`src/assert_macros.svh`:
```
// Assertion macros for the im2col RTL; included by im2col_back.
// Included by modules that check their own logic; expects clk_i and rst_ni in scope.
`ifndef ASSERT_MACROS_SVH
`define ASSERT_MACROS_SVH

// Check a property on every rising clock edge outside reset.
`define IM_ASSERT(lbl, prop, msg) \
  lbl: assert property (@(posedge clk_i) disable iff (!rst_ni) (prop)) else $error(msg);

// Check a property on every rising clock edge, reset included.
`define IM_ASSERT_ALWAYS(lbl, prop, msg) \
  lbl: assert property (@(posedge clk_i) (prop)) else $error(msg);

`endif

```
`src/im2col_pkg.sv`:
```
// Types and constants of the im2col patch unroller.
// No dependencies; imported by every module of the block.
package im2col_pkg;

  localparam int MapDepth   = 4096;
  localparam int MapAw      = $clog2(MapDepth);
  localparam int PtrW       = MapAw + 1;
  localparam int QueueDepth = 2;
  localparam int QPtrW      = (QueueDepth > 1) ? $clog2(QueueDepth) : 1;
  localparam int QCntW      = $clog2(QueueDepth + 1);
  // element address before the store range check: (255*255 + 3840) * 255 + 3840
  localparam int AddrW      = 26;

  typedef enum logic [1:0] {
    OP_BEGIN = 2'd0,
    OP_LOAD  = 2'd1,
    OP_EMIT  = 2'd2,
    OP_NONE  = 2'd3
  } op_e;

  typedef enum logic [1:0] {
    ST_OK        = 2'd0,
    ST_EXHAUSTED = 2'd1,
    ST_OVERFLOW  = 2'd2
  } status_e;

  typedef enum logic [2:0] {
    REG_CHANNELS      = 3'd0,
    REG_IMAGE_HEIGHT  = 3'd1,
    REG_IMAGE_WIDTH   = 3'd2,
    REG_KERNEL_HEIGHT = 3'd3,
    REG_KERNEL_WIDTH  = 3'd4,
    REG_STEP_SIZE     = 3'd5
  } reg_e;

  typedef enum logic [2:0] {
    BK_IDLE,
    BK_MUL,
    BK_ADDR,
    BK_READ,
    BK_OUT
  } back_state_e;

  typedef struct packed {
    logic [7:0] channels;
    logic [7:0] image_height;
    logic [7:0] image_width;
    logic [3:0] kernel_height;
    logic [3:0] kernel_width;
    logic [3:0] step_size;
  } cfg_t;

  typedef struct packed {
    op_e                kind;
    logic signed [15:0] sample;
  } cmd_t;

  typedef struct packed {
    logic signed [15:0] element;
    logic [15:0]        matrix_row;
    logic [15:0]        matrix_col;
    logic               row_end;
    logic               matrix_end;
    status_e            status;
  } res_t;

endpackage

```
`src/im2col_front.sv`:
```
// Front end of the im2col block: accepts requests, sorts out undefined ones
// and queues the rest for the back end. Depends on im2col_pkg.
module im2col_front
  import im2col_pkg::*;
(
  input  logic               clk_i,
  input  logic               rst_ni,
  input  logic               s_valid_i,
  output logic               s_ready_o,
  input  logic [1:0]         s_op_i,
  input  logic signed [15:0] s_sample_i,
  output logic               cmd_valid_o,
  input  logic               cmd_ready_i,
  output cmd_t               cmd_o
);

  cmd_t             q_mem [QueueDepth];
  logic [QPtrW-1:0] wr_ptr_q, wr_ptr_d, rd_ptr_q, rd_ptr_d;
  logic [QCntW-1:0] cnt_q, cnt_d;
  op_e              op;
  logic             keep, push, pop;

  assign op = op_e'(s_op_i);

  always_comb begin
    unique case (op)
      OP_BEGIN, OP_LOAD, OP_EMIT: keep = 1'b1;
      OP_NONE:                    keep = 1'b0;
      default:                    keep = 1'b0;
    endcase
  end

  assign s_ready_o   = (cnt_q != QCntW'(QueueDepth));
  assign push        = s_valid_i && s_ready_o && keep;
  assign cmd_valid_o = (cnt_q != '0);
  assign pop         = cmd_valid_o && cmd_ready_i;
  assign cmd_o       = q_mem[rd_ptr_q];

  always_comb begin
    wr_ptr_d = wr_ptr_q;
    rd_ptr_d = rd_ptr_q;
    cnt_d    = cnt_q;
    if (push) begin
      wr_ptr_d = (wr_ptr_q == QPtrW'(QueueDepth - 1)) ? '0 : wr_ptr_q + 1'b1;
    end
    if (pop) begin
      rd_ptr_d = (rd_ptr_q == QPtrW'(QueueDepth - 1)) ? '0 : rd_ptr_q + 1'b1;
    end
    if (push && !pop) begin
      cnt_d = cnt_q + 1'b1;
    end else if (pop && !push) begin
      cnt_d = cnt_q - 1'b1;
    end
  end

  always_ff @(posedge clk_i or negedge rst_ni) begin
    if (!rst_ni) begin
      wr_ptr_q <= '0;
      rd_ptr_q <= '0;
      cnt_q    <= '0;
    end else begin
      wr_ptr_q <= wr_ptr_d;
      rd_ptr_q <= rd_ptr_d;
      cnt_q    <= cnt_d;
    end
  end

  always_ff @(posedge clk_i) begin
    if (push) begin
      q_mem[wr_ptr_q] <= '{kind: op, sample: s_sample_i};
    end
  end

endmodule

```
`config.mk`:
```
export PLATFORM = sky130hd
export DESIGN_NAME = im2col_front
export DESIGN_NICKNAME = d
export VERILOG_FILES = /design/src/assert_macros.svh /design/src/im2col_pkg.sv /design/src/im2col_front.sv
export SDC_FILE = /design/constraint.sdc
export NUM_CORES = 1
export LEC_CHECK = 0
export ABC_AREA = 1
export BUFFER_PORTS_ARGS = -buffer_cell sky130_fd_sc_hd__clkbuf_2
export CAP_MARGIN = 40
export CORE_UTILIZATION = 36
export DETAILED_ROUTE_END_ITERATION = 8
export PLACE_DENSITY_LB_ADDON = 0.3
export SYNTH_ARGS = -nofsm -noshare
export SYNTH_HDL_FRONTEND = slang
export SYNTH_SLANG_ARGS = --single-unit
```
`constraint.sdc`:
```
create_clock -name clk_i -period 3.8 [get_ports clk_i]
set_clock_uncertainty 0.2 [all_clocks]
set_input_delay 0.38 -clock clk_i [delete_from_list [all_inputs] [get_ports clk_i]]
set_output_delay 0.38 -clock clk_i [all_outputs]
set_load 0.1 [all_outputs]
```
# --- Yosys cells after proc, flatten, opt, wreduce, memory -nomap -nowiden ---
# Memory sizes are Yosys's and may differ from the RTL's.
# Cells that the tools add are included.
word_totals:
  memories: 1
  register_bits: 4
  ram_bits: 36
  input_bits: 22
op_classes:
  eq_ne: 4
  n_mux: 7
  n_reduce_logical: 11
  addsub: 4
memory_table:
  columns: ["memory", "words", "width", "rd", "rd_clocked_by_memory_dff", "write_ports", "line", "text"]
  rows:
  - ["q_mem", 2, 18, 1, 0, 1, "im2col_front.sv:17", "cmd_t q_mem [QueueDepth];"]
op_table:
  columns: ["cell", "n"]
  rows:
  - ["1-bit logical AND", 5]
  - ["2-bit equality test (second input constant)", 2]
  - ["1-bit 2-to-1 mux", 4]
  - ["2-bit 2-to-1 mux", 2]
  - ["2-bit nonzero test", 2]
  - ["3-bit OR reduction", 1]
  - ["1-bit adder (second input constant)", 2]
  - ["2-bit by 1-bit adder with 2-bit output (second input constant)", 1]
  - ["2-bit by 1-bit equality test with 1-bit output (second input constant)", 1]
  - ["1-bit zero test", 2]
  - ["2-bit zero test", 1]
  - ["2-bit inequality test (second input constant)", 1]
  - ["1-bit case mux with 2 select lines", 1]
  - ["2-bit by 1-bit subtractor with 2-bit output (second input constant)", 1]

# --- Logic depth before layout (Yosys ltp) ---
depth:
  depth_word: 8
  mapped_depth: 10

# --- Least setup slack after synthesis ---
# Ideal clock, no wire load.
synth_path:
  kind: "flip-flop to flip-flop"
  start: "register cnt_q[0]"
  end: "memory q_mem[1][0] in the netlist's numbering, enable pin"
  t_arrival_ns: 1.796
  path_buffers: 0
  path_slack_ns: 1.412
  t_required_ns: 3.207
  path_stages_with_launch: 5
  setup_ns: 0.393
  path_cell_list: "dfrtp_1 -> inv_2 -> nand2_2 -> nand3_2 -> nor2_1"
synth_via:
  elab_chain_len: 5
synth_lines:
  columns: ["element", "line", "text"]
  rows:
  - ["start, declared", "im2col_front.sv:19", "logic [QCntW-1:0] cnt_q, cnt_d;"]
  - ["start signal, assigned", "im2col_front.sv:64", "cnt_q <= cnt_d;"]
  - ["2-bit inequality test", "im2col_front.sv:33", "assign s_ready_o = (cnt_q != QCntW'(QueueDepth));"]
  - ["named net s_ready_o", "im2col_front.sv:9", "output logic s_ready_o,"]
  - ["1-bit logical AND (2 in a row)", "im2col_front.sv:34", "assign push = s_valid_i && s_ready_o && keep;"]
  - ["1-bit 2-to-1 mux", "im2col_front.sv:69", "if (push) begin"]
  - ["1-bit 2-to-1 mux (not written as such)", "im2col_front.sv:70", "q_mem[wr_ptr_q] <= '{kind: op, sample: s_sample_i};"]
  - ["end, declared", "im2col_front.sv:17", null]
# The timed path passes the listed nets, and every way through them passes these cells.

==> metrics <==
status=finished, final reports clean; max-slew violation count=0; Mapped Cells=125; H-tree depth=2; initial DRC count=26; synth warn=0; RSZ-0062 raised after global routing=no; Setup crit end kind=primary output; Post-Synthesis Cell Area=0.00157 mm^2; simple-gate share of the synthesized area=a little under a fifth; HP Start=s_sample_i[6]; Final Cycle Share=about two thirds; routed wl met3=204 um; Max-slew headroom=51.2%; share of post-route cells with drive strength above 1=approximately a third; syn_nets=between 100 and 150; TritonCTS clock tree=done; post-synthesis compound-gate area fraction=0%; Worst-path clk slew=70 ps; Critical Path RT=3220 ps; fillers=approximately 400; gpl congestion=a little under 0.7; remaining antenna violation count=0; Core ar.=a little over 0.004 mm^2; top layer in use=met4; most used cell, CP=nand2_1; worst r2r src=cnt_q[0]; overall routing resource usage=between 10% and 20%; DRT met1 WL=1160 um; CTS Buf Count=5; kind of critical path=reg2out; Worst EP arrival=between 1500 and 2000 ps; Vias/cell=4.45; final setup vio count=0; Hold Path Class=in2reg; first-pass GRT wire length=roughly 4300 um; root buffer cell=clkbuf_8; Post-CTS Hold Buffers=1; initial antenna violation count=0; Max stage delay on crit path=~620 ps; Clock Latency Late Sink=~280 ps; # resized after CTS=0; #FFs+latches synth=40; drt drc=0; commonest non-fill, non-tap cell in the layout=nand2_1; cell taking the most area after synthesis=edfxtp_1; Critical Path, Cell by Cell=inv_2 > nand2_1 > nand2_1 > clkbuf_2; num rows=23; Max Clk Rate=roughly 400 MHz; diode count=0; Synth top area share=~69%; CP startpoint=rd_ptr_q; vias in the first global route=~960; die width=~70 um; post-CTS setup buffer count=0; Hold Fails Final Rpt=0; metal2 WL=between 1000 and 1500 um; IO Port Bufs=about 40; Yosys cell types=15; Slew @ Worst Pin=roughly 730 ps; xor-xnor portion of the synthesized cell area=0.558%; drt wl/cell=between 10 and 15 um; Initial DRT Pass Iterations=4; largest fanout on the critical path=20; setup_tns=0 ps; slowest CP cell=dfrtp_1; max cap viols=0; sequential-to-total area share from yosys stat=between 70% and 80%; initial core utilization=about two fifths; largest family of logic cells by synthesized area=simple AND/OR/NAND/NOR gates; die area=~0.0046 mm^2; vias=approximately 990; post-synthesis average cell area=12.6 um^2; Top Family by Delay on Critical Path=buffers and inverters; multiplexer share of the synthesized area=0%; clock buffer depth=2; final wirelength=around 2700 um; final net count=between 150 and 200; Congestion Overflow GR=0; # IOs=42; Area Growth Syn to Fin=20.8%; post-synthesis adder-cell area fraction=less than 1%; pin count of the biggest net entering global routing=21; Num Clock Sinks=40; Die Span Y=slightly below 70 um; post-detail-place hpwl=roughly 1900 um; critical path startpoint category=flip-flop; Buf+Inv Stages, Crit Path=2; minimum clock period=between 2000 and 2500 ps; synth top area cells=edfxtp_1, nand2_1, dfrtp_1; most frequent cells in the layout=nand2_1, clkbuf_2, edfxtp_1, inv_1, clkbuf_8
[final cells by class]
class                   count  area [um^2]  share of cell area (%)
well taps                  50         62.6                    3.30
repair buffers             43          230                    12.1
inverters                   8         30.0                    1.58
clock inverters             2         7.51                   0.396
flip-flops and latches     40         1180                    62.3
multi-input cells          74          315                    16.6
clock buffers               5         68.8                    3.63
[registers in the layout, summed over array words and instances, names as in the netlist]
name      cells
wr_ptr_q      1
q_mem        36
cnt_q         2
rd_ptr_q      1
[synth_stat cells]
library cell / instances
buf_6: 1
nand2_1: 63
xnor2_1: 1
nand2_2: 3
nand3_2: 1
ha_1: 1
inv_2: 2
nand3_1: 2
dfrtp_1: 4
buf_12: 1
clkbuf_8: 1
edfxtp_1: 36
nand4_1: 2
inv_1: 6
nor2_1: 1
[through the flow]
step | setup slack [ps] | util [%] | cell area, um^2 | instances | hold slack, ps
final | 1300 | 46.4 | 1900 | 222 | 82.2
after global routing | 1170 | 46.4 | 1900 | 222 | 61.6
after CTS | 1250 | 46.4 | 1900 | 222 | 70.5
after detailed placement | 1570 | 44.3 | 1810 | 214 | -5.61
after global placement | 1600 | 43.9 | 1790 | 213 | 0.873
after floorplan | 1410 | - | 1570 | 125 | -116
[worst paths after layout]
check                         endpoint  slack (ps)  depth (start not counted)
max                          cmd_o[10]        1300                          4
min                        q_mem[0][6]          80                          1
max reg2reg                q_mem[0][4]        2020                          4
min reg2reg                   wr_ptr_q         280                          2
max in group asynchronous     wr_ptr_q        3030                          2
min in group asynchronous     cnt_q[1]         240                          2
[worst reg2reg max path, delay by kind of cell (launching register included)]
kind	cells	cell delay (ps)
flops	1	400
buf+inv	2	630
simple gates	2	180
[kinds of logic after synthesis]
group / Yosys count
flops: 40
simple gates: 72
buf+inv: 11
fa+ha+maj: 1
xor+xnor: 1
[metal layers]
layer | vias to the layer above | GRT usage [%]
met2 | 33 | 21.8
met1 | 448 | 15.7
met3 | 4 | 6.67
li1 | 504 | -
met5 | - | 0
met4 | 0 | 5.47
Power is not shown: default switching activity piles up to over one toggle a cycle in this logic, so the estimate is an artifact.
